<file path="src/rtl/core/nii_pkg.sv">
// Shared types, constants and tables of the interval integrator.
`default_nettype none
package nii_pkg;

  localparam int unsigned CfgIdxW = 1;
  localparam int unsigned CfgDataW = 2;
  localparam logic [CfgIdxW-1:0] CFG_INTEGRAND = 1'd0;
  localparam logic [CfgIdxW-1:0] CFG_RULE = 1'd1;

  localparam logic [1:0] FN_IDENT = 2'd0;
  localparam logic [1:0] FN_DOUBLE = 2'd1;
  localparam logic [1:0] FN_SINE = 2'd2;

  // Evaluation point within one subinterval
  localparam logic [1:0] PT_LO = 2'd0;
  localparam logic [1:0] PT_HI = 2'd1;
  localparam logic [1:0] PT_MID = 2'd2;

  localparam logic signed [33:0] PI_Q30 = 34'sd3373259426;
  localparam logic signed [33:0] HALF_PI_Q30 = 34'sd1686629713;
  localparam logic signed [33:0] CORDIC_GAIN_Q30 = 34'sd652032874;

  localparam logic signed [63:0] SUM_MAX = 64'sh7FFF_FFFF_FFFF_FFFF;
  localparam logic signed [47:0] RES_MAX = 48'sh7FFF_FFFF_FFFF;
  localparam logic signed [47:0] RES_MIN = 48'sh8000_0000_0000;

  typedef struct packed {
    logic       load_in;
    logic       div_start;
    logic       d6_start;
    logic       take_h;
    logic       t_clear;
    logic       eval_load;
    logic [1:0] pt;
    logic       cordic_step;
    logic [4:0] cidx;
    logic       eval_acc;
    logic       s_acc;
    logic       mul_init;
    logic       mul_step;
    logic [2:0] mul_idx;
    logic       res_load;
    logic       res_div6;
    logic       res_zero;
    logic       out_load;
  } cmd_t;

  typedef struct packed {
    logic n_zero;
    logic div_done;
    logic d6_done;
    logic sine;
    logic rule;
    logic last_sub;
    logic out_free;
  } st_t;

  function automatic logic [29:0] atan_q30(input logic [4:0] idx);
    logic [29:0] v;
    unique case (idx)
      5'd0:  v = 30'd843314856;
      5'd1:  v = 30'd497837829;
      5'd2:  v = 30'd263043836;
      5'd3:  v = 30'd133525158;
      5'd4:  v = 30'd67021686;
      5'd5:  v = 30'd33543515;
      5'd6:  v = 30'd16775850;
      5'd7:  v = 30'd8388437;
      5'd8:  v = 30'd4194282;
      5'd9:  v = 30'd2097149;
      5'd10: v = 30'd1048575;
      5'd11: v = 30'd524287;
      5'd12: v = 30'd262143;
      5'd13: v = 30'd131071;
      5'd14: v = 30'd65535;
      5'd15: v = 30'd32767;
      5'd16: v = 30'd16383;
      5'd17: v = 30'd8191;
      5'd18: v = 30'd4095;
      5'd19: v = 30'd2047;
      5'd20: v = 30'd1023;
      5'd21: v = 30'd511;
      5'd22: v = 30'd255;
      5'd23: v = 30'd127;
      5'd24: v = 30'd63;
      5'd25: v = 30'd31;
      5'd26: v = 30'd15;
      5'd27: v = 30'd8;
      5'd28: v = 30'd4;
      5'd29: v = 30'd2;
      5'd30: v = 30'd1;
      default: v = 30'd0;
    endcase
    return v;
  endfunction

endpackage
`default_nettype wire

</file>
<file path="src/rtl/core/nii_ctrl.sv">
// Controller: sequences division, point evaluations, summation and scaling.
`default_nettype none
module nii_ctrl #(
  parameter int unsigned CORDIC_STEPS = 30
) (
  input  wire logic         clk,
  input  wire logic         rst_n,
  input  wire logic         in_valid,
  output logic              in_ready,
  input  wire nii_pkg::st_t st,
  output nii_pkg::cmd_t     cmd
);
  localparam int unsigned SW = $clog2(CORDIC_STEPS);

  localparam logic [3:0] S_IDLE = 4'd0;
  localparam logic [3:0] S_CHK  = 4'd1;
  localparam logic [3:0] S_DIVH = 4'd2;
  localparam logic [3:0] S_SUB  = 4'd3;
  localparam logic [3:0] S_EVL  = 4'd4;
  localparam logic [3:0] S_COR  = 4'd5;
  localparam logic [3:0] S_EACC = 4'd6;
  localparam logic [3:0] S_SACC = 4'd7;
  localparam logic [3:0] S_MULI = 4'd8;
  localparam logic [3:0] S_MUL  = 4'd9;
  localparam logic [3:0] S_FIN  = 4'd10;
  localparam logic [3:0] S_DIV6 = 4'd11;
  localparam logic [3:0] S_OUT  = 4'd12;

  logic [3:0]    state_r, state_nxt;
  logic [1:0]    pt_r, pt_nxt;
  logic [SW-1:0] step_r, step_nxt;
  logic [2:0]    mj_r, mj_nxt;

  always_comb begin
    state_nxt = state_r;
    pt_nxt    = pt_r;
    step_nxt  = step_r;
    mj_nxt    = mj_r;
    cmd       = '0;
    cmd.pt      = pt_r;
    cmd.cidx    = 5'(step_r);
    cmd.mul_idx = mj_r;
    in_ready  = 1'b0;
    unique case (state_r)
      S_IDLE: begin
        in_ready = 1'b1;
        if (in_valid) begin
          cmd.load_in = 1'b1;
          state_nxt   = S_CHK;
        end
      end
      S_CHK: begin
        if (st.n_zero) begin
          state_nxt = S_OUT;
        end else begin
          cmd.div_start = 1'b1;
          state_nxt     = S_DIVH;
        end
      end
      S_DIVH: begin
        if (st.div_done) begin
          cmd.take_h = 1'b1;
          state_nxt  = S_SUB;
        end
      end
      S_SUB: begin
        cmd.t_clear = 1'b1;
        pt_nxt      = nii_pkg::PT_LO;
        state_nxt   = S_EVL;
      end
      S_EVL: begin
        cmd.eval_load = 1'b1;
        step_nxt      = '0;
        state_nxt     = st.sine ? S_COR : S_EACC;
      end
      S_COR: begin
        cmd.cordic_step = 1'b1;
        step_nxt        = step_r + SW'(1);
        if (step_r == SW'(CORDIC_STEPS - 1)) begin
          state_nxt = S_EACC;
        end
      end
      S_EACC: begin
        cmd.eval_acc = 1'b1;
        state_nxt    = S_EVL;
        if (pt_r == nii_pkg::PT_LO) begin
          pt_nxt = nii_pkg::PT_HI;
        end else if (pt_r == nii_pkg::PT_HI && st.rule) begin
          pt_nxt = nii_pkg::PT_MID;
        end else begin
          state_nxt = S_SACC;
        end
      end
      S_SACC: begin
        cmd.s_acc = 1'b1;
        state_nxt = st.last_sub ? S_MULI : S_SUB;
      end
      S_MULI: begin
        cmd.mul_init = 1'b1;
        mj_nxt       = '0;
        state_nxt    = S_MUL;
      end
      S_MUL: begin
        cmd.mul_step = 1'b1;
        mj_nxt       = mj_r + 3'd1;
        if (mj_r == 3'd7) begin
          state_nxt = S_FIN;
        end
      end
      S_FIN: begin
        if (st.rule) begin
          cmd.d6_start = 1'b1;
          state_nxt    = S_DIV6;
        end else begin
          state_nxt = S_OUT;
        end
      end
      S_DIV6: begin
        if (st.d6_done) begin
          state_nxt = S_OUT;
        end
      end
      S_OUT: begin
        // hold until the result register is free, then load it
        if (st.out_free) begin
          cmd.out_load = 1'b1;
          if (st.n_zero) begin
            cmd.res_zero = 1'b1;
          end else begin
            cmd.res_load = 1'b1;
            cmd.res_div6 = st.rule;
          end
          state_nxt = S_IDLE;
        end
      end
      default: state_nxt = S_IDLE;
    endcase
  end

  always_ff @(posedge clk) begin
    if (!rst_n) begin
      state_r <= S_IDLE;
      pt_r    <= nii_pkg::PT_LO;
      step_r  <= '0;
      mj_r    <= '0;
    end else begin
      state_r <= state_nxt;
      pt_r    <= pt_nxt;
      step_r  <= step_nxt;
      mj_r    <= mj_nxt;
    end
  end

  a_accept_busy: assert property (@(posedge clk) disable iff (!rst_n)
    in_valid && in_ready |=> !in_ready)
    else $error("request taken while busy");
  a_pt_mid_rule: assert property (@(posedge clk) disable iff (!rst_n)
    cmd.eval_acc && pt_r == nii_pkg::PT_MID |-> st.rule)
    else $error("midpoint evaluated under trapezoid rule");
  a_mul_count: assert property (@(posedge clk) disable iff (!rst_n)
    state_r == S_FIN |-> $past(state_r) == S_MUL && $past(mj_r) == 3'd7)
    else $error("product finished early");
endmodule
`default_nettype wire

</file>
<file path="config.mk">
export PLATFORM = sky130hd
export DESIGN_NAME = nii_ctrl
export DESIGN_NICKNAME = d
export VERILOG_FILES = /design/src/rtl/core/nii_pkg.sv /design/src/rtl/core/nii_ctrl.sv
export SDC_FILE = /design/constraint.sdc
export NUM_CORES = 1
export LEC_CHECK = 0
export BUFFER_PORTS_ARGS = -buffer_cell sky130_fd_sc_hd__buf_2
export CAP_MARGIN = 40
export CELL_PAD_IN_SITES_DETAIL_PLACEMENT = 1
export CELL_PAD_IN_SITES_GLOBAL_PLACEMENT = 1
export CORE_ASPECT_RATIO = 1.1
export CORE_MARGIN = 2
export CORE_UTILIZATION = 34
export CTS_CLUSTER_SIZE = 16
export DETAILED_ROUTE_END_ITERATION = 8
export PLACE_DENSITY = 0.86
export SLEW_MARGIN = 20
export SYNTH_ARGS = -nofsm -noshare
export SYNTH_HDL_FRONTEND = slang
export SYNTH_SLANG_ARGS = --single-unit
</file>
<file path="constraint.sdc">
create_clock -name clk -period 1.9 [get_ports clk]
set_input_delay 0.095 -clock clk [delete_from_list [all_inputs] [get_ports clk]]
set_output_delay 0.095 -clock clk [all_outputs]
set_load 0.05 [all_outputs]
</file>
* After elaboration in Yosys (flattened, before gate mapping) *
Cells that the tools add are included.

word-level totals
  register bits = 14
  output and inout port bits = 26
  logic and storage cells = 74

operators by class
  mux-type cells = 38
  eq/ne operators = 22
  reduce and logical (&&, ||, !) cells = 8
  add/subtract/negate cells = 2

operators by type and width
  operator                                       number
  one-hot mux 4 bit (13 select lines)            1
  two-way mux 4 bit                              10
  == test 4 bit, second input constant           5
  two-way mux 1 bit                              17
  == test 4 x 3 -> 1 bit, second input constant  4
  two-way mux 2 bit                              6
  != test 2 bit, second input constant           6
  one-hot mux 5 bit (2 select lines)             1
  == test 4 x 2 -> 1 bit, second input constant  2
  one-hot mux 3 bit (2 select lines)             1
  AND reduction 6 bit                            1
  nonzero test 2 bit                             3
  adder 5 x 1 -> 5 bit, second input constant    1
  == test 5 bit, second input constant           1
  == test 4 x 1 -> 1 bit, second input constant  1
  zero test 4 bit                                1
  one-hot mux 2 bit (2 select lines)             1
  adder 3 x 1 -> 3 bit, second input constant    1
  == test 3 bit, second input constant           1
  two-way mux 3 bit                              1
  != test 3 bit, second input constant           1
  == test 2 x 1 -> 1 bit, second input constant  1
  zero test 2 bit                                1
  AND reduction 2 bit                            1
  logical AND 1 bit                              1

* Depth between registers and ports, before layout *
Gate-level depths: netlist (run 1).

  word-level depth = 5
  depth in mapped cells = 7
  mapped depth without buffers = 6

* Least setup slack after synthesis (run 1) *
No wires, ideal clock.

  kind = register to output
  from = reg state_r[2]
  to = out cmd[24] (netlist bit)
  buffers on the path = 2
  required time = 1.805 ns
  stages on the path, launching flop included = 5
  data arrival time = 2.806 ns
  slack = -1.001 ns
  cell sequence = dfxtp_1 > buf_6 > clkbuf_1 > nor4_1 > and2_1

RTL lines
  item                      RTL line         text
  start: declaration        nii_ctrl.sv:29   logic [3:0] state_r, state_nxt;
  start signal: assignment  nii_ctrl.sv:147  state_r <= state_nxt;
  end: declaration          nii_ctrl.sv:11   output nii_pkg::cmd_t cmd

==> results of run 1 <==
worst max-delay path: cells and delay by family, from the launching register on:
| family | cells | cell delay, ns |
|---|---|---|
| flops | 1 | 0.56 |
| simple gates | 2 | 0.30 |
| buf+inv | 2 | 0.52 |
layer usage:
layer  vias to the layer above  part of all wire, %  track usage [%]
met3                         9                  5.4             3.57
met2                        38                   51             38.3
met4                         0                  2.4             10.2
met5                         -                    0                0
li1                        566                    -                -
met1                       551                   42             22.3
cell usage after synthesis, drive strengths merged, types with 4 or more instances:
cell,instances
inv,6
nor2,21
dfxtp,14
buf,8
nand2,12
nor3,4
nor2b,4
ha,4
nand2b,10
nand3,6
a311oi,4
o21ai,8
a21oi,11
report_power, final:
| group | internal, µW | total, µW | switching, µW |
|---|---|---|---|
| Clock | 117 | 230 | 113 |
| Sequential | 337 | 422 | 84.7 |
| Combinational | 311 | 922 | 612 |
sequential cells by signal, summed over array words and instances (netlist names):
signal	count
pt_r	2
state_r	4
mj_r	3
step_r	5
worst max-delay path by stage:
stage | end | slack [ns] | depth (start not counted)
floorplan | cmd[24] | -0.38 | 4
global placement | state_r[0]$_SDFFE_PN0P_ | 0.28 | 5
detailed placement | state_r[2]$_SDFFE_PN0P_ | 0.22 | 5
CTS | cmd[21] | 0.12 | 4
global route | cmd[2] | 0.002 | 6
finish | cmd[21] | 0.12 | 4
metrics by stage:
step | TNS (ns) | setup WS, ns | instances | total power (µW)
after floorplan | -0.384 | -0.384 | 140 | 1140
after global placement | 0 | 0.279 | 203 | 1310
after detailed placement | 0 | 0.219 | 203 | 1340
after CTS | 0 | 0.124 | 207 | 1570
after global routing | 0 | 0.00246 | 207 | 1680
final | 0 | 0.124 | 207 | 1570
cells by family (layout without fill, tap and decap cells):
kind of cell | count (synthesis) | in the layout | share of synthesized area [%]
and+or+nand+nor | 68 | 68 | 34.9
adders and majority gates | 4 | 4 | 4.95
DFF | 14 | 14 | 27.7
muxes | 2 | 2 | 1.98
buffers and inverters | 17 | 51 | 8.41
AOI/OAI and AO/OA | 35 | 35 | 22.0
cell type report:
class / count / area [µm²]
clock buffer: 4 / 36.3
fill: 396 / 1530
inverter: 7 / 26.3
multi-input combinational: 109 / 667
sequential: 14 / 285
tap: 33 / 41.3
timing repair buffer: 40 / 213
timing repair:
action / CTS / global route
setup endpoints to repair: 1 / 1
setup buffers: 0 / 0
gates resized for setup: 1 / 2
==> qor.csv, run 1 <==
metric;value;unit
final_common_cell;buf_2;
grt_pass1_vias;1210;
worstPathCellList;buf_4, nor2b_1, and3_1, buf_2;
n_antenna_cell;0;
cts_tree;done;
utilization;45.3;%
clockBufferDepth;2;
end_kind;output pin;
track_usage;20.3;%
drtPass1Iterations;4;
slowest_stage;dfxtp_1;
p_per_area;1240;nW/µm²
placed_area;1230;µm²
relSlewSlack;73.5;%
vdd_ir_drop_max;669;µV
area_growth_syn_to_layout;25.5;%
max_freq;563;MHz
fin_crit_sh;93.5;%
root_buffer;clkbuf_4;
tightestPinTransition;0.396;ns
syn_inst;140;
yosys.area.top_type;dfxtp_1;
crit_start;state_r[1]$_SDFFE_PN0P_;
synth.area.top_cells;dfxtp_1, nor2_1, nand2b_1, a21oi_1, ha_1;
grt_pass1_wl;5.46;mm
ys.flop_type;dfxtp_1;
synth-edff-count;0;
gp_congestion;0.792;
hold_viol;0;
hold_end;step_r[2]$_SDFFE_PN0P_;
synthDistinctLibCells;39;
vias;1164;
dieArea;3430;µm²
numCtsBuffers;3;
hold_start;rst_n;
critPathRequiredTime;1.80;ns
setup_violations;0;
core;2800;µm²
design_area;1270;µm²
cts_max_level;1;
yosysWarnings;0;
path_clk_slew;0.10;ns
max_cap_viol_count;0;
num-nets-final;189;
slowest_delay;0.56;ns
p_leak;0.000590;µW
grt_max_degree;16;
clock_latency;0.30;ns
cp_max_fo;12;
fin_hold_ws;0.0972;ns
crit_type;reg2out;
overflow;0;
async_flop_share;0;%
drt-initial-drc-count;20;
avgRoutedWirePerCell;15.8;µm
die_w;56.0;µm
holdBufCountCts;0;
antenna_found_initial;0;
holdPathStages;3;
outcome;completed;
synth_top_area_share;27.7;%
arrival;1.68;ns
initial_core_util;36.1;%
ant_nets;0;
startpoint_type;flip-flop;
ys_ff_latch;14;
avgSynthCellArea;7.22;µm²
final_cell_mix;buf_2, nor2_1, nand2_1, dfxtp_1, a21oi_1;
rr_worst_depth;5;
post-route-min-period;1.78;ns
num_rows;20;
synthesis.nets;154;
reg2reg_to;state_r[2]$_SDFFE_PN0P_;
die_h;61.2;µm
viasPerCell;5.62;
drc;0;
finalWirelength;3.27;mm
pin_count;36;
fin_skew;0.00503;ns
portBuffers;35;
drive_gt1_share;29.3;%
r2r-start;state_r[1]$_SDFFE_PN0P_;
slew_viol_final;0;
synth_area;1010;µm²
rsz0062_at_grt;no;
ff2ff_setup_slack;0.31;ns
yosysSeqAreaShare;27.7;%
cts.sinks;14;
dp_hpwl;2.46;mm
hold_class;in2reg;
Power figures use the tool's default switching activity.
==> inputs of run 2 (changes only) <==
Settings changed: CORE_MARGIN 2 to unset.
==> run 2 against run 1 <==
Total power down 2.2%. Critical path type unchanged. Die area fell by 6.7%. Combinational power is 6.9% lower. Final area shrank 0.30%. Critical endpoint is now cmd[20]. Via count decreased by 6.7%. Clock power shrank 6%. Sequential share of layout area is 0.17 points higher.
==> qor.csv, run 2 (synthesis gave the netlist of run 1 again) <==
metric;value;unit
outcome;completed;
max_cap_viol_count;0;
arrival;1.66;ns
largest_reg_flops;5;
n_fill_cell;369;
grt_pass1_wl;4.86;mm
layout_setup_ws;0.147;ns
top_register;step_r;
vias;1086;
cp_max_fo;15;
internal-power;756;µW
pin_count;36;
hold_viol;0;
switching_power;784;µW
grt_pass1_vias;1073;
r2r-start;state_r[1]$_SDFFE_PN0P_;
cts_max_level;1;
switching_share;50.9;%
numCtsBuffers;3;
portBuffers;35;
fin_skew;0.00288;ns
p_leak;0.000585;µW
relSlewSlack;74.5;%
end_kind;output pin;
gp_congestion;0.792;
die_h;59.2;µm
largestRegisters;step_r x5, state_r x4, mj_r x3;
clockBufferDepth;2;
drtPass1Iterations;4;
dp_hpwl;2.34;mm
ant_nets;0;
grt_max_degree;16;
final_common_cell;buf_2;
tns;0;ns
post-route-min-period;1.75;ns
final_cell_mix;buf_2, nor2_1, nand2_1;
n_antenna_cell;0;
path_clk_slew;0.09;ns
hold_class;in2reg;
slowest_delay;0.49;ns
drc;0;
dieArea;3200;µm²
worstPathCellList;buf_4, nand2b_1, nor2_1, buf_2;
crit_start;state_r[0]$_SDFFE_PN0P_;
avgRoutedWirePerCell;14.7;µm
overflow;0;
viasPerCell;5.27;
area_growth_syn_to_layout;25.1;%
fin_crit_sh;92.3;%
p_per_area;1220;nW/µm²
multi_input_area;667;µm²
max_freq;570;MHz
clock_latency;0.28;ns
num-nets-final;188;
critPathRequiredTime;1.80;ns
num_rows;20;
drt-initial-drc-count;13;
utilization;45.1;%
startpoint_type;flip-flop;
hold_start;rst_n;
power.share.combinational;55.7;%
post-place-ws;0.108;ns
power_frac_clock;14.1;%
antenna_found_initial;0;
post_cts.repair.setup_buffers;0;
setup_violations;0;
vdd_ir_drop_max;719;µV
tightestPinTransition;0.382;ns
rsz0062_at_grt;no;
drive_gt1_share;29.5;%
track_usage;20.7;%
initial_core_util;36.1;%
power_frac_seq;30.2;%
crit_type;reg2out;
final-seq-area;287;µm²
root_buffer;clkbuf_4;
cts.sinks;14;
die_w;54.0;µm
core;2800;µm²
finalWirelength;3.03;mm
slew_viol_final;0;
cts_tree;done;
slowest_stage;dfxtp_2;
run 2: cell types whose count changed in the layout (fill, tap and decap cells not counted), sizes merged:
cell	before	now
buf	40	38
clkbuf	4	5
run 2: power groups by stage:
stage	Sequential (µW)	Clock, µW	Combinational [µW]
final	465	217	858
after global routing	481	236	931
after CTS	463	225	864
after detailed placement	463	0	859
after global placement	451	0	835
after floorplan	381	0	762
run 2: critical path, delay by kind of cell (launching register included):
family | cells | cell delay (ns)
flip-flops | 1 | 0.49
buffers and inverters | 2 | 0.56
AND/OR/NAND/NOR | 2 | 0.33
run 2: final timing paths:
kind                             end  slack, ns  cells past startpoint
min             pt_r[1]$_SDFFE_PN0P_       0.11                      3
max                          cmd[20]       0.15                      4
min reg2reg     mj_r[1]$_SDFFE_PN0P_       0.48                      2
max reg2reg  state_r[0]$_SDFFE_PN0P_       0.35                      5
run 2: layout make-up:
cell class / instances / share of cell area [%]
clock buffer: 4 / 2.87
tap: 33 / 3.26
inverter: 7 / 2.08
timing repair buffer: 39 / 16.4
sequential: 14 / 22.7
multi-input combinational: 109 / 52.7
run 2: repair_timing:
action,CTS,global route
hold buffers,0,0
resized for setup,3,2
setup endpoints to repair,5,1
cloned,0,0
run 2: layer usage:
layer	global-route usage [%]	part of all wire, %
met1	25.0	45
met2	37.7	49
met3	1.79	4.8
met4	6.59	1.2
met5	0	0
run 2: metrics by stage:
step	cell area (µm²)	hold slack [ns]	total power, µW	cells
after floorplan	1030	0.288	1140	140
after global placement	1220	0.401	1290	202
after detailed placement	1220	0.419	1320	202
after CTS	1260	0.108	1550	206
after global routing	1260	0.109	1650	206
final	1260	0.109	1540	206
==> inputs of run 3 (changes only) <==
Settings changed: GPL_TIMING_DRIVEN set to 0.
==> run 3 against run 2 <==
Non-clock buffer count grew 3. Global-route usage rose by 2.0 points. Routed wire length up 7.2%. Sequential cell count is the same. Core utilization grew 0.40 points. Final area up 0.89%. Largest power group unchanged.
==> qor.csv, run 3 (synthesis gave the netlist of run 1 again) <==
metric;value;unit
die_h;59.2;µm
drc;0;
fin_crit_sh;95.3;%
gp_congestion;0.853;
drive_gt1_share;28.0;%
area_growth_syn_to_layout;26.2;%
largestRegisters;step_r x5, state_r x4, mj_r x3;
design_area;1280;µm²
max_freq;552;MHz
vias;1149;
clock_latency;0.29;ns
end_kind;output pin;
numCtsBuffers;3;
top_layer_used;met4;
initial_core_util;36.1;%
cts_max_level;1;
grt_pass1_wl;5.37;mm
cts_tree;done;
final_cell_mix;buf_2, nor2_1, dfxtp_1;
crit_path_frequent_cell;clkbuf_4;
placed_area;1240;µm²
crit_type;reg2out;
slew_viol_final;0;
critPathRequiredTime;1.80;ns
clockBufferDepth;2;
setup_violations;0;
avgRoutedWirePerCell;15.6;µm
post_cts.repair.setup_buffers;0;
viasPerCell;5.52;
largest_reg_flops;5;
dp_hpwl;2.51;mm
num_rows;20;
arrival;1.72;ns
track_usage;22.8;%
drt-initial-drc-count;14;
path_clk_slew;0.08;ns
dieArea;3200;µm²
cp_max_fo;10;
grt_max_degree;20;
slowest_stage;dfxtp_1;
portBuffers;34;
n_antenna_cell;0;
startpoint_type;flip-flop;
relSlewSlack;75.2;%
final_common_cell;buf_2;
cts.sinks;14;
rsz0062_at_grt;no;
top_register;step_r;
post-route-min-period;1.81;ns
fin_skew;0.0128;ns
overflow;0;
worstPathCellList;buf_2, clkbuf_4, clkbuf_4, nor2_1, and4_1, clkbuf_4;
antenna_found_initial;0;
max_cap_viol_count;0;
power;1540;µW
root_buffer;clkbuf_4;
finalWirelength;3.24;mm
n_fill_cell;381;
vdd_ir_drop_max;734;µV
pin_count;36;
num-nets-final;191;
ant_nets;0;
slowest_delay;0.30;ns
grt_pass1_vias;1173;
route.layer.met1.wl;1.49;mm
outcome;completed;
die_w;54.0;µm
tightestPinTransition;0.372;ns
drtPass1Iterations;4;
wl_met3;113;µm
core;2800;µm²
p_leak;0.000588;µW
hold_class;in2reg;
met2_length;1.59;mm
hold_viol;0;
p_per_area;1210;nW/µm²
run 3: changes by cell type in the layout (fill, tap and decap cells not counted), sizes merged:
| cell | change |
|---|---|
| buf | -2 |
| clkbuf | +4 |
run 3: power breakdown:
group / leakage [µW] / switching [µW] / internal [µW]
logic: 0.000461 / 677 / 334
clock network: 0.0000138 / 95.6 / 73.9
registers: 0.000113 / 31.8 / 331
run 3: layer usage:
metal,vias to the layer above,track usage (%)
li1,565,-
met3,5,1.54
met1,548,28.2
met2,31,39.7
met5,-,0
met4,0,9.52
run 3: critical path: cells and delay by family (launching register included):
family	cells	cell delay [ns]
buf+inv	4	0.87
flops	1	0.30
simple gates	2	0.25
run 3: cell type report:
cell class	instances	area, µm²	area share [%]
Sequential cell	14	280	22.0
Inverter	7	26.3	2.06
Timing Repair Buffer	34	180	14.1
Tap cell	33	41.3	3.24
Multi-Input combinational cell	109	667	52.3
Buffer	8	58.8	4.61
Clock buffer	3	22.5	1.76
run 3: final timing paths:
kind | startpoint | endpoint | slack [ns] | depth (start not counted)
worst min-delay path | rst_n | pt_r[1]$_SDFFE_PN0P_ | 0.17 | 3
worst max register to register | state_r[3]$_SDFFE_PN0P_ | state_r[1]$_SDFFE_PN0P_ | 0.32 | 6
worst min register to register | mj_r[1]$_SDFFE_PN0P_ | mj_r[1]$_SDFFE_PN0P_ | 0.48 | 2
worst max-delay path | state_r[0]$_SDFFE_PN0P_ | cmd[22] | 0.09 | 6
run 3: timing repair:
action                     CTS  global route
hold endpoints to repair     0             0
setup endpoints to repair    1             5
gates cloned                 0             0
gates resized for setup      0             8
hold buffers                 0             0
run 3: stage by stage:
| stage | std cells | hold slack (ns) | setup slack [ns] | util [%] | TNS [ns] |
|---|---|---|---|---|---|
| 5_1_grt | 208 | 0.218 | 0.0191 | 45.5 | 0 |
| 6_report | 208 | 0.168 | 0.0896 | 45.5 | 0 |
| 2_1_floorplan | 140 | 0.288 | -0.384 | - | -0.384 |
| 4_1_cts | 209 | 0.191 | 0.0273 | 45.0 | 0 |
| 3_3_place_gp | 207 | 0.449 | 0.311 | 44.4 | 0 |
| 3_5_place_dp | 207 | 0.477 | 0.200 | 44.4 | 0 |
