[src/rtl/core/nii_pkg.sv]
// Shared types, constants and tables of the interval integrator.
`default_nettype none
package nii_pkg;

  localparam int unsigned CfgIdxW = 1;
  localparam int unsigned CfgDataW = 2;
  localparam logic [CfgIdxW-1:0] CFG_INTEGRAND = 1'd0;
  localparam logic [CfgIdxW-1:0] CFG_RULE = 1'd1;

  localparam logic [1:0] FN_IDENT = 2'd0;
  localparam logic [1:0] FN_DOUBLE = 2'd1;
  localparam logic [1:0] FN_SINE = 2'd2;

  // Evaluation point within one subinterval
  localparam logic [1:0] PT_LO = 2'd0;
  localparam logic [1:0] PT_HI = 2'd1;
  localparam logic [1:0] PT_MID = 2'd2;

  localparam logic signed [33:0] PI_Q30 = 34'sd3373259426;
  localparam logic signed [33:0] HALF_PI_Q30 = 34'sd1686629713;
  localparam logic signed [33:0] CORDIC_GAIN_Q30 = 34'sd652032874;

  localparam logic signed [63:0] SUM_MAX = 64'sh7FFF_FFFF_FFFF_FFFF;
  localparam logic signed [47:0] RES_MAX = 48'sh7FFF_FFFF_FFFF;
  localparam logic signed [47:0] RES_MIN = 48'sh8000_0000_0000;

  typedef struct packed {
    logic       load_in;
    logic       div_start;
    logic       d6_start;
    logic       take_h;
    logic       t_clear;
    logic       eval_load;
    logic [1:0] pt;
    logic       cordic_step;
    logic [4:0] cidx;
    logic       eval_acc;
    logic       s_acc;
    logic       mul_init;
    logic       mul_step;
    logic [2:0] mul_idx;
    logic       res_load;
    logic       res_div6;
    logic       res_zero;
    logic       out_load;
  } cmd_t;

  typedef struct packed {
    logic n_zero;
    logic div_done;
    logic d6_done;
    logic sine;
    logic rule;
    logic last_sub;
    logic out_free;
  } st_t;

  function automatic logic [29:0] atan_q30(input logic [4:0] idx);
    logic [29:0] v;
    unique case (idx)
      5'd0:  v = 30'd843314856;
      5'd1:  v = 30'd497837829;
      5'd2:  v = 30'd263043836;
      5'd3:  v = 30'd133525158;
      5'd4:  v = 30'd67021686;
      5'd5:  v = 30'd33543515;
      5'd6:  v = 30'd16775850;
      5'd7:  v = 30'd8388437;
      5'd8:  v = 30'd4194282;
      5'd9:  v = 30'd2097149;
      5'd10: v = 30'd1048575;
      5'd11: v = 30'd524287;
      5'd12: v = 30'd262143;
      5'd13: v = 30'd131071;
      5'd14: v = 30'd65535;
      5'd15: v = 30'd32767;
      5'd16: v = 30'd16383;
      5'd17: v = 30'd8191;
      5'd18: v = 30'd4095;
      5'd19: v = 30'd2047;
      5'd20: v = 30'd1023;
      5'd21: v = 30'd511;
      5'd22: v = 30'd255;
      5'd23: v = 30'd127;
      5'd24: v = 30'd63;
      5'd25: v = 30'd31;
      5'd26: v = 30'd15;
      5'd27: v = 30'd8;
      5'd28: v = 30'd4;
      5'd29: v = 30'd2;
      5'd30: v = 30'd1;
      default: v = 30'd0;
    endcase
    return v;
  endfunction

endpackage
`default_nettype wire

[src/rtl/core/nii_if.sv]
// Request and result channel interfaces of the interval integrator.
`default_nettype none


interface nii_out_if;
  logic               valid;
  logic               ready;
  logic signed [47:0] integral;
  logic               count_error;
  modport source(output valid, integral, count_error, input ready);
  modport sink(input valid, integral, count_error, output ready);
endinterface
`default_nettype wire

[src/rtl/core/nii_div.sv]
// Restoring unsigned divider, one quotient bit per cycle.
`default_nettype none
module nii_div #(
  parameter int unsigned DW = 50,
  parameter int unsigned VW = 16
) (
  input  wire logic          clk,
  input  wire logic          rst_n,
  input  wire logic          start,
  input  wire logic [DW-1:0] dividend,
  input  wire logic [VW-1:0] divisor,
  output logic               done,
  output logic [DW-1:0]      quotient
);
  localparam int unsigned CW = $clog2(DW + 1);

  logic          busy_r, busy_nxt;
  logic [CW-1:0] cnt_r, cnt_nxt;
  logic [VW:0]   rem_r, rem_nxt;
  logic [DW-1:0] q_r, q_nxt;
  logic [VW-1:0] dvs_r, dvs_nxt;
  logic          done_r, done_nxt;
  logic [VW:0]   rem_sh;

  assign rem_sh = {rem_r[VW-1:0], q_r[DW-1]};

  always_comb begin
    busy_nxt = busy_r;
    cnt_nxt  = cnt_r;
    rem_nxt  = rem_r;
    q_nxt    = q_r;
    dvs_nxt  = dvs_r;
    done_nxt = 1'b0;
    if (start) begin
      busy_nxt = 1'b1;
      cnt_nxt  = CW'(DW);
      rem_nxt  = '0;
      q_nxt    = dividend;
      dvs_nxt  = divisor;
    end else if (busy_r) begin
      // shift one dividend bit in, subtract where it fits
      if (rem_sh >= {1'b0, dvs_r}) begin
        rem_nxt = rem_sh - {1'b0, dvs_r};
        q_nxt   = {q_r[DW-2:0], 1'b1};
      end else begin
        rem_nxt = rem_sh;
        q_nxt   = {q_r[DW-2:0], 1'b0};
      end
      cnt_nxt = cnt_r - CW'(1);
      if (cnt_r == CW'(1)) begin
        busy_nxt = 1'b0;
        done_nxt = 1'b1;
      end
    end
  end

  always_ff @(posedge clk) begin
    if (!rst_n) begin
      busy_r <= 1'b0;
      done_r <= 1'b0;
      cnt_r  <= '0;
    end else begin
      busy_r <= busy_nxt;
      done_r <= done_nxt;
      cnt_r  <= cnt_nxt;
    end
    rem_r <= rem_nxt;
    q_r   <= q_nxt;
    dvs_r <= dvs_nxt;
  end

  assign done     = done_r;
  assign quotient = q_r;
endmodule
`default_nettype wire

[src/rtl/core/nii_dp.sv]
// Datapath: step division, CORDIC sine, term sums, final scaling and result register.
`default_nettype none
module nii_dp #(
  parameter int unsigned COUNT_BITS = 16
) (
  input  wire logic                          clk,
  input  wire logic                          rst_n,
  input  wire nii_pkg::cmd_t                 cmd,
  output nii_pkg::st_t                       st,
  input  wire logic                          cfg_we,
  input  wire logic [nii_pkg::CfgIdxW-1:0]   cfg_index,
  input  wire logic [nii_pkg::CfgDataW-1:0]  cfg_data,
  input  wire logic signed [31:0]            in_start,
  input  wire logic signed [31:0]            in_end,
  input  wire logic [COUNT_BITS-1:0]         in_count,
  nii_out_if.source                          out_ch
);
  localparam int unsigned DW = 50;
  // ceil(2^19 / 3): exact quotient by three for any value below 2^19
  localparam logic [18:0] D3_RECIP = 19'd174763;

  logic [1:0]            integrand_r;
  logic                  rule_r;
  logic signed [31:0]    a_r;
  logic signed [32:0]    span_r;
  logic [COUNT_BITS-1:0] n_r, k_r;
  logic signed [48:0]    h_r;
  logic signed [49:0]    pos_r;
  logic signed [31:0]    x_r;
  logic signed [33:0]    cx_r, cy_r, z_r;
  logic signed [36:0]    t_r;
  logic signed [63:0]    s_r;
  logic [63:0]           us_r, uh_r;
  logic [111:0]          prod_r;
  logic                  neg_r;
  logic                  out_valid_r;
  logic signed [47:0]    integral_r;
  logic                  err_r;
  logic [47:0]           d6_x_r, d6_q_r;
  logic [1:0]            d6_r_r, d6_cnt_r;

  // divider
  logic          div_done;
  logic [DW-1:0] div_q, div_dvd;
  logic [COUNT_BITS-1:0] div_dvs;
  logic [31:0]   span_mag;
  logic [47:0]   mag;

  assign span_mag = span_r[32] ? 32'(-span_r) : span_r[31:0];
  assign mag      = prod_r[83:36];
  assign div_dvd  = DW'({span_mag, 16'h0000});
  assign div_dvs  = n_r;

  nii_div #(.DW(DW), .VW(COUNT_BITS)) u_div (
    .clk(clk), .rst_n(rst_n), .start(cmd.div_start), .dividend(div_dvd),
    .divisor(div_dvs), .done(div_done), .quotient(div_q)
  );

  // divide by six: halve, then three 16-bit digits by reciprocal multiply
  logic [48:0] mag_rnd6;
  logic [17:0] d6_v, d6_back;
  logic [36:0] d6_prod;
  logic [15:0] d6_qd;
  assign mag_rnd6 = 49'(mag) + 49'd3;
  assign d6_v     = {d6_r_r, d6_x_r[47:32]};
  assign d6_prod  = 37'(d6_v) * 37'(D3_RECIP);
  assign d6_qd    = d6_prod[34:19];
  assign d6_back  = d6_v - ({2'b00, d6_qd} + {1'b0, d6_qd, 1'b0});

  // evaluation point
  logic signed [49:0] pt_pos;
  logic signed [31:0] pt_x;
  logic signed [33:0] x_ext, z_fold;
  always_comb begin
    unique case (cmd.pt)
      nii_pkg::PT_HI:  pt_pos = pos_r + 50'(h_r);
      nii_pkg::PT_MID: pt_pos = pos_r + 50'(h_r >>> 1);
      default:         pt_pos = pos_r;
    endcase
    pt_x  = pt_pos[47:16];
    x_ext = 34'(pt_x);
    // fold beyond +-pi/2
    if (x_ext > nii_pkg::HALF_PI_Q30) begin
      z_fold = nii_pkg::PI_Q30 - x_ext;
    end else if (x_ext < -nii_pkg::HALF_PI_Q30) begin
      z_fold = -nii_pkg::PI_Q30 - x_ext;
    end else begin
      z_fold = x_ext;
    end
  end

  // one CORDIC rotation
  logic signed [33:0] dx, dy, at;
  assign dx = cy_r >>> cmd.cidx;
  assign dy = cx_r >>> cmd.cidx;
  assign at = 34'($signed({1'b0, nii_pkg::atan_q30(cmd.cidx)}));

  // function value
  logic signed [33:0] fval;
  logic signed [36:0] fterm;
  always_comb begin
    unique case (integrand_r)
      nii_pkg::FN_DOUBLE: fval = 34'(x_r) <<< 1;
      nii_pkg::FN_SINE:   fval = cy_r;
      default:            fval = 34'(x_r);
    endcase
    fterm = (cmd.pt == nii_pkg::PT_MID) ? (37'(fval) <<< 2) : 37'(fval);
  end

  // saturating running sum
  logic signed [64:0] sum_w;
  logic signed [63:0] sum_sat;
  always_comb begin
    sum_w = 65'(s_r) + 65'(t_r);
    priority if (sum_w > 65'(nii_pkg::SUM_MAX)) begin
      sum_sat = nii_pkg::SUM_MAX;
    end else if (sum_w < -65'(nii_pkg::SUM_MAX)) begin
      sum_sat = -nii_pkg::SUM_MAX;
    end else begin
      sum_sat = sum_w[63:0];
    end
  end

  // partial product: 32-bit half of |S| times 16-bit chunk of |h|
  logic [31:0]  pp_a;
  logic [15:0]  pp_b;
  logic [47:0]  pp;
  logic [6:0]   pp_sh;
  assign pp_a  = cmd.mul_idx[0] ? us_r[63:32] : us_r[31:0];
  assign pp_b  = uh_r[16*cmd.mul_idx[2:1] +: 16];
  assign pp    = pp_a * pp_b;
  assign pp_sh = {1'b0, cmd.mul_idx[0], 5'd0} + {1'b0, cmd.mul_idx[2:1], 4'd0};

  // final rounding and saturation
  logic [48:0]        res_mag;
  logic signed [47:0] res_val;
  always_comb begin
    res_mag = cmd.res_div6 ? {1'b0, d6_q_r} : ((49'(mag) + 49'd1) >> 1);
    priority if (|prod_r[111:84]) begin
      res_val = neg_r ? nii_pkg::RES_MIN : nii_pkg::RES_MAX;
    end else if (neg_r) begin
      res_val = (res_mag > 49'h0_8000_0000_0000) ? nii_pkg::RES_MIN : -$signed(res_mag[47:0]);
    end else begin
      res_val = (res_mag > 49'h0_7FFF_FFFF_FFFF) ? nii_pkg::RES_MAX : $signed(res_mag[47:0]);
    end
  end

  always_ff @(posedge clk) begin
    if (!rst_n) begin
      integrand_r <= nii_pkg::FN_IDENT;
      rule_r      <= 1'b0;
      out_valid_r <= 1'b0;
      d6_cnt_r    <= '0;
    end else begin
      if (cfg_we && cfg_index == nii_pkg::CFG_INTEGRAND) begin
        integrand_r <= cfg_data;
      end
      if (cfg_we && cfg_index == nii_pkg::CFG_RULE) begin
        rule_r <= cfg_data[0];
      end
      if (cmd.out_load) begin
        out_valid_r <= 1'b1;
      end else if (out_ch.ready) begin
        out_valid_r <= 1'b0;
      end
      if (cmd.d6_start) begin
        d6_cnt_r <= 2'd3;
      end else if (d6_cnt_r != 2'd0) begin
        d6_cnt_r <= d6_cnt_r - 2'd1;
      end
    end
    if (cmd.load_in) begin
      a_r    <= in_start;
      span_r <= 33'(in_end) - 33'(in_start);
      n_r    <= in_count;
      s_r    <= '0;
    end
    if (cmd.take_h) begin
      h_r   <= span_r[32] ? -$signed(div_q[48:0]) : $signed(div_q[48:0]);
      pos_r <= 50'(a_r) <<< 16;
      k_r   <= '0;
    end
    if (cmd.t_clear) begin
      t_r <= '0;
    end
    if (cmd.eval_load) begin
      x_r  <= pt_x;
      cx_r <= nii_pkg::CORDIC_GAIN_Q30;
      cy_r <= '0;
      z_r  <= z_fold;
    end
    if (cmd.cordic_step) begin
      if (!z_r[33]) begin
        cx_r <= cx_r - dx;
        cy_r <= cy_r + dy;
        z_r  <= z_r - at;
      end else begin
        cx_r <= cx_r + dx;
        cy_r <= cy_r - dy;
        z_r  <= z_r + at;
      end
    end
    if (cmd.eval_acc) begin
      t_r <= t_r + fterm;
    end
    if (cmd.s_acc) begin
      s_r   <= sum_sat;
      pos_r <= pos_r + 50'(h_r);
      k_r   <= k_r + COUNT_BITS'(1);
    end
    if (cmd.mul_init) begin
      us_r   <= s_r[63] ? 64'(-s_r) : 64'(s_r);
      uh_r   <= h_r[48] ? 64'(-h_r) : 64'(h_r);
      neg_r  <= s_r[63] != h_r[48];
      prod_r <= '0;
    end
    if (cmd.mul_step) begin
      prod_r <= prod_r + (112'(pp) << pp_sh);
    end
    if (cmd.d6_start) begin
      d6_x_r <= mag_rnd6[48:1];
      d6_r_r <= '0;
    end else if (d6_cnt_r != 2'd0) begin
      // advance one quotient digit, carry the remainder
      d6_x_r <= {d6_x_r[31:0], 16'h0000};
      d6_q_r <= {d6_q_r[31:0], d6_qd};
      d6_r_r <= d6_back[1:0];
    end
    if (cmd.res_load) begin
      integral_r <= res_val;
      err_r      <= 1'b0;
    end
    if (cmd.res_zero) begin
      integral_r <= '0;
      err_r      <= 1'b1;
    end
  end

  assign st.n_zero   = (n_r == '0);
  assign st.div_done = div_done;
  assign st.d6_done  = (d6_cnt_r == 2'd0);
  assign st.sine     = (integrand_r == nii_pkg::FN_SINE);
  assign st.rule     = rule_r;
  assign st.last_sub = (k_r == n_r - COUNT_BITS'(1));
  assign st.out_free = !out_valid_r || out_ch.ready;

  assign out_ch.valid       = out_valid_r;
  assign out_ch.integral    = integral_r;
  assign out_ch.count_error = err_r;

  a_err_zero: assert property (@(posedge clk) disable iff (!rst_n)
    out_ch.valid && out_ch.count_error |-> out_ch.integral == '0)
    else $error("count error result with nonzero integral");
  a_load_valid: assert property (@(posedge clk) disable iff (!rst_n)
    cmd.out_load |=> out_ch.valid)
    else $error("result load did not raise valid");
  a_load_free: assert property (@(posedge clk) disable iff (!rst_n)
    cmd.out_load |-> !out_valid_r || out_ch.ready)
    else $error("result overwritten before taken");
endmodule
`default_nettype wire

[src/flat_wrapper.sv]
// flat-port wrapper written by rule: the top's interface ports become plain ports
module nii_dp_flat 
#(
  parameter int unsigned COUNT_BITS = 16
)
  (clk, rst_n, cmd, st, cfg_we, cfg_index, cfg_data, in_start, in_end, in_count, out_ch_valid, out_ch_integral, out_ch_count_error, out_ch_ready);
  nii_out_if out_ch_i ();
  input  wire logic clk;
  input  wire logic rst_n;
  input  wire nii_pkg::cmd_t cmd;
  output nii_pkg::st_t st;
  input  wire logic cfg_we;
  input  wire logic [nii_pkg::CfgIdxW-1:0] cfg_index;
  input  wire logic [nii_pkg::CfgDataW-1:0] cfg_data;
  input  wire logic signed [31:0] in_start;
  input  wire logic signed [31:0] in_end;
  input  wire logic [COUNT_BITS-1:0] in_count;
  output wire logic [$bits(out_ch_i.valid)-1:0] out_ch_valid;
  output wire logic [$bits(out_ch_i.integral)-1:0] out_ch_integral;
  output wire logic [$bits(out_ch_i.count_error)-1:0] out_ch_count_error;
  input wire logic [$bits(out_ch_i.ready)-1:0] out_ch_ready;
  assign out_ch_valid = out_ch_i.valid;
  assign out_ch_integral = out_ch_i.integral;
  assign out_ch_count_error = out_ch_i.count_error;
  assign out_ch_i.ready = out_ch_ready;
  nii_dp #(.COUNT_BITS(COUNT_BITS)) u_core (.clk(clk), .rst_n(rst_n), .cmd(cmd), .st(st), .cfg_we(cfg_we), .cfg_index(cfg_index), .cfg_data(cfg_data), .in_start(in_start), .in_end(in_end), .in_count(in_count), .out_ch(out_ch_i));
endmodule
[config.mk]
export PLATFORM = sky130hd
export DESIGN_NAME = nii_dp_flat
export DESIGN_NICKNAME = d
export VERILOG_FILES = /design/src/rtl/core/nii_pkg.sv /design/src/rtl/core/nii_if.sv /design/src/rtl/core/nii_div.sv /design/src/rtl/core/nii_dp.sv /design/src/flat_wrapper.sv
export SDC_FILE = /design/constraint.sdc
export NUM_CORES = 2
export LEC_CHECK = 0
export BUFFER_PORTS_ARGS = -buffer_cell sky130_fd_sc_hd__buf_2
export CAP_MARGIN = 25
export CORE_ASPECT_RATIO = 0.8
export CORE_MARGIN = 2
export CORE_UTILIZATION = 32
export CTS_CLUSTER_DIAMETER = 80
export CTS_CLUSTER_SIZE = 14
export DETAILED_ROUTE_END_ITERATION = 10
export GPL_TIMING_DRIVEN = 0
export PLACE_DENSITY = 0.58
export SLEW_MARGIN = 20
export SYNTH_ARGS = -nofsm -noshare
export SYNTH_HDL_FRONTEND = slang
export SYNTH_HIERARCHICAL = 1
export SYNTH_SLANG_ARGS = --single-unit
[constraint.sdc]
create_clock -name clk -period 18.4 [get_ports clk]
set_input_delay 5.52 -clock clk [delete_from_list [all_inputs] [get_ports clk]]
set_output_delay 5.52 -clock clk [all_outputs]
set_load 0.03 [all_outputs]
After elaboration in Yosys (flattened, before gate mapping) --
Memory sizes are Yosys's and may differ from the RTL's. Cells that the tools add are included.
Word-level totals: register bits after elaboration 915, bits in read-only memories 960, output and inout bits 57, memories kept 1
Cells by class: $add $sub $neg 29, multiply operators 2, $lt $le $gt $ge 7, eq/ne operators 7, shift operators 4, muxes and demuxes 53, bitwise logic cells 4, reductions and logical operators 19
Memory list:
- (no name shown) | depth 32, bits a word 30, read ports 1, clocked after Yosys merged registers in 0, wr ports 0, RTL line nii_pkg.sv:60 | unique case (idx)
Operator list (count):
- 48-bit 2-to-1 mux | 11
- 34-bit 2-to-1 mux | 11
- 64-bit 2-to-1 mux | 4
- 112-bit 2-to-1 mux | 2
- 112-bit adder | 1
- 48-bit by 7-bit << shifter with 112-bit output | 1
- 50-bit 2-to-1 mux | 2
- 48-bit case mux with 2 select lines | 1
- 37-bit 2-to-1 mux | 2
- 34-bit adder | 2
- 34-bit case mux with 2 select lines | 1
- 34-bit by 5-bit >>> shifter with 34-bit output | 2
- 33-bit by 32-bit subtractor with 34-bit output (first input constant) | 2
- 34-bit subtractor | 2
- 64-bit by 37-bit adder with 65-bit output | 1
- 65-bit by 64-bit greater-than comparator with 1-bit output (second input constant) | 1
- 65-bit by 64-bit less-than comparator with 1-bit output (second input constant) | 1
- 32-bit 2-to-1 mux | 2
- 49-bit negation with 64-bit output | 1
- 64-bit negation | 1
- 64-bit by 7-bit indexed part select with 16-bit output | 1
- 63-bit 2-to-1 mux | 1
- 50-bit by 49-bit adder with 50-bit output | 1
- 48-bit by 1-bit adder with 49-bit output (second input constant) | 1
- other kinds (46) | 70

Depth between registers and ports, before layout --
depth in word-level cells 7, mapped depth 55, gate-level depth less buffers 51

By module --
The synthesis kept the hierarchy.
Modules (own cells, without submodules):
- nii_dp | instances 1, cells an instance 10326, area each 91068.6 um^2, sequential area each 24143.2 um^2
- nii_div | instances 1, cells an instance 368, area each 4529.3 um^2, sequential area each 2462.4 um^2

Worst setup path after synthesis --
OpenSTA, ideal clock, no wires.
path kind input-to-reg, from input cmd[5] (netlist bit), to register u_core.prod_r[109], data pin, setup time 0.266 ns, arrival time 17.257 ns, data required time 18.134 ns, slack 0.877 ns, cell stages on the path 52, path buffers 5, cell sequence buf_1 -> clkbuf_1 -> buf_1 -> nand2_1 -> o21ai_1 -> clkbuf_1 -> nor2_1 -> fa_1 -> inv_1 -> fa_1 -> fa_1 -> fa_1 -> inv_1 -> fa_1 -> inv_1 -> fa_1 -> inv_1 -> ha_1 -> (+16 left out) -> ha_1 -> clkbuf_1 -> a21o_1 -> a21o_1 -> a21oi_1 -> o21bai_1 -> a21o_1 -> a21oi_1 -> o21ai_0 -> a21oi_1 -> o41ai_1 -> a21oi_1 -> o21ai_0 -> a41oi_1 -> o31a_1 -> o31ai_1 -> xnor2_1 -> nor2_1
On the way: cells in the longest elaborated chain, start to end 5, elaborated cells between the ends (all ways) 6
Ends and longest elaborated chain:
- start: declaration | RTL line flat_wrapper.sv:10 | input wire nii_pkg::cmd_t cmd;
- 64-bit by 7-bit indexed part select with 16-bit output | RTL line nii_dp.sv:130 | assign pp_b = uh_r[16*cmd.mul_idx[2:1] +: 16];
- 32-bit by 16-bit multiplier with 48-bit output | RTL line nii_dp.sv:131 | assign pp = pp_a * pp_b;
- 48-bit by 7-bit << shifter with 112-bit output * | RTL line nii_dp.sv:218 | prod_r <= prod_r + (112'(pp) << pp_sh);
- 112-bit adder * | RTL line nii_dp.sv:218
- 112-bit 2-to-1 mux * | RTL line nii_dp.sv:217 | if (cmd.mul_step) begin
- end signal: assignment | RTL line nii_dp.sv:218
- end: declaration | RTL line nii_dp.sv:34 | logic [111:0] prod_r;
Mark *: on every way between the ends. The rest lies on a longest branch, timed or not. A chain may end at the register's enable or synchronous reset.

Worst setup path in the final report --
from input cmd[6] (netlist bit), to register u_core.prod_r[103], data pin
Same word-level chain as after synthesis.

==> metrics <==
status=finished clean; sequential fraction of the synthesis area=0.2783; Slew Limit Fails=0; MaxCap Viol Count=0; TritonCTS Buffers=90; count of cell types in the netlist=99; Crit path required time=18.87 ns; GRT overflow=0; number of fill cells in the layout=30810; clk root buf=clkbuf_16; hold depth=0; relative slew slack=0.1655; vias in the first global route=77270; Die Footprint=0.3032 mm²; DR iter-0 viols=9185; wire per inst=22.29 µm; final period utilization=0.9763; GRT Overall Usage=0.2152; detailed-route via count=82780; antenna-violating nets left=0; Hold Vio Cnt, Final=0; commonest non-fill, non-tap cell in the layout=nand2_1; Largest stage delay, worst path=0.55 ns; Core Region=0.2972 mm²; critical-path maximum fanout=10; largest net degree at the start of global routing=97; clock-pin slew on the worst setup and hold paths=0.08 ns; Setup TNS=0 ns; Area growth syn-to-layout=10.35%; CTS tree=done; Post-Route WL=335700 µm; Synth Register Bits=913; Post-Synthesis Cells=10690; CTS Sinks=913; CP max-delay cell=fa_1; Initial Utilization=0.3217; Syn Area/Cell=8.939 µm²; Via-to-Cell Ratio=5.496; kind of critical path=in2reg; io pins=169; RePlAce Congestion=1.011; cts hold-fix bufs=0; layout cells sized above 1=0.06402; PnR worst setup slack=0.4365 ns; global-route wire length before repair=501200 µm; CTS H-Tree Depth=3; asr flop ratio synth=0; DR DRC count=0; Hold Path Class=reg2reg; I/O Buffers=163; Cell Rows=179; actual slew at the worst max-slew pin=1.252 ns; Setup Skew=0.08492 ns; Worst-Skew Late Latency=0.80 ns; synthesized area=0.09560 mm²; nets@finish=12410; Worst setup EP type=flop; CP Launch Type=input port; initial antenna violation count=26; crit-path most repeated cell=fa_1; pre-CTS setup slack=-3.268 ns; Reg2Reg Setup Slack=5.33 ns; Die Span Y=492.9 µm; Critical Path AT=18.43 ns; most frequent cells in the layout=1035 x nand2_1, 1000 x nor2_1, 923 x inv_1; DR pass1 iterations=6; Final min period=17.96 ns; Detailed Place HPWL=272600 µm; final setup vio count=0; R2R depth=43; Max Freq=55.67 MHz; Synth Warn #=6; clock buffer depth=3; Die Span X=615.1 µm; Post-synth EDFFs=832; Main synth FF type=edfxtp_1
==> layer usage <==
| layer | up-vias | routed length, µm | GRT usage |
|---|---|---|---|
| met5 | - | 73 | 0 |
| met4 | 12 | 12120 | 0.06881 |
| met3 | 477 | 31630 | 0.03889 |
| met2 | 3698 | 132600 | 0.2995 |
| met1 | 40160 | 159300 | 0.3307 |
| li1 | 38430 | - | - |
==> final timing paths <==
kind                                            to         startpoint
worst min-delay path             u_core/d6_q_r[40]  u_core/d6_q_r[24]
worst min register to register   u_core/d6_q_r[40]  u_core/d6_q_r[24]
worst max-delay path            u_core/prod_r[103]             cmd[6]
worst max register to register  u_core/prod_r[103]    u_core/uh_r[47]
==> sequential cells by signal (all words and copies together), names as in the netlist, 32 cells and up <==
register and count:
u_core/span_r 33, u_core/h_r 49, u_core/d6_q_r 48, u_core/pos_r 48, u_core/us_r 64, u_core/x_r 32, u_core/cx_r 34, u_core/uh_r 64
u_core/u_div/quotient 50, u_core/a_r 32, u_core/out_ch.integral 48, u_core/d6_x_r 48, u_core/z_r 34, u_core/s_r 64, u_core/t_r 37, u_core/cy_r 34
u_core/prod_r 112
==> kinds of logic after synthesis <==
family | Yosys count | synth area share
compound gates | 2574 | 0.1701
xor+xnor | 835 | 0.07650
fa+ha+maj | 1294 | 0.2115
buf+inv | 1406 | 0.05544
flops | 913 | 0.2783
mux | 355 | 0.04617
other cells | 1 | 0.00003923
simple gates | 3316 | 0.1619
==> cell usage after synthesis, types with 100 or more instances <==
library cell  number  area share
clkbuf_1         418       0.016
nand4_1          106      0.0069
nand2b_1         105      0.0069
edfxtp_1         832        0.26
a21oi_1          767       0.040
nand2_1         1035       0.041
and2_1           184       0.012
o21a_1           117      0.0092
inv_1            924       0.036
nand3_1          194       0.010
o21ai_0          571       0.030
xnor2_1          574       0.053
fa_1             537        0.11
a31oi_1          100      0.0065
a21o_1           285       0.022
nor3_1           173      0.0091
nor2_1          1001       0.039
mux2_2           130       0.015
xor2_1           261       0.024
ha_1             757       0.099
mux2i_1          165       0.017
and3_1           107      0.0070
==> repair_timing <==
item / in CTS / in global routing
gates resized for setup: 54 / 107
pin swaps: 1 / 3
endpoints found under the setup margin: 58 / 35
setup buffers: 2 / 5
cloned: 0 / 0
==> area by class of cell <==
class | count | area [µm²] | share of cell area
Antenna cell | 5 | 12.51 | 0.0001186
Buffer | 468 | 1869 | 0.01772
Clock buffer | 123 | 2439 | 0.02312
Clock inverter | 35 | 521.8 | 0.004946
Inverter | 932 | 3498 | 0.03316
Multi-Input combinational cell | 8407 | 64280 | 0.6093
Sequential cell | 913 | 26610 | 0.2522
Tap cell | 3982 | 4982 | 0.04723
Timing Repair Buffer | 196 | 1290 | 0.01223
==> per-stage QoR <==
| stage | area, µm² | utilization | hold slack, ns | std cells |
|---|---|---|---|---|
| after floorplan | 95720 | - | 0.4168 | 10730 |
| after detailed placement | 102000 | 0.3431 | 0.4339 | 14890 |
| after CTS | 105200 | 0.3538 | 0.4497 | 15050 |
| final | 105500 | 0.3550 | 0.4495 | 15060 |
| after global routing | 105500 | 0.3549 | 0.4570 | 15060 |
| after global placement | 101500 | 0.3416 | 0.4289 | 14870 |
==> worst max-delay path, delay by kind of cell <==
kind / cells / cell delay (ns)
multiplexers: 1 / 0.38
AND/OR/NAND/NOR: 10 / 2.07
adder cells (fa/ha/maj): 8 / 3.98
AO/OA/AOI/OAI: 19 / 5.05
buffers and inverters: 5 / 0.96
XOR/XNOR: 2 / 0.45
Power is left out: the tool's default activity adds up to more than one toggle a clock period on the data nets, which glitch-free logic cannot reach.
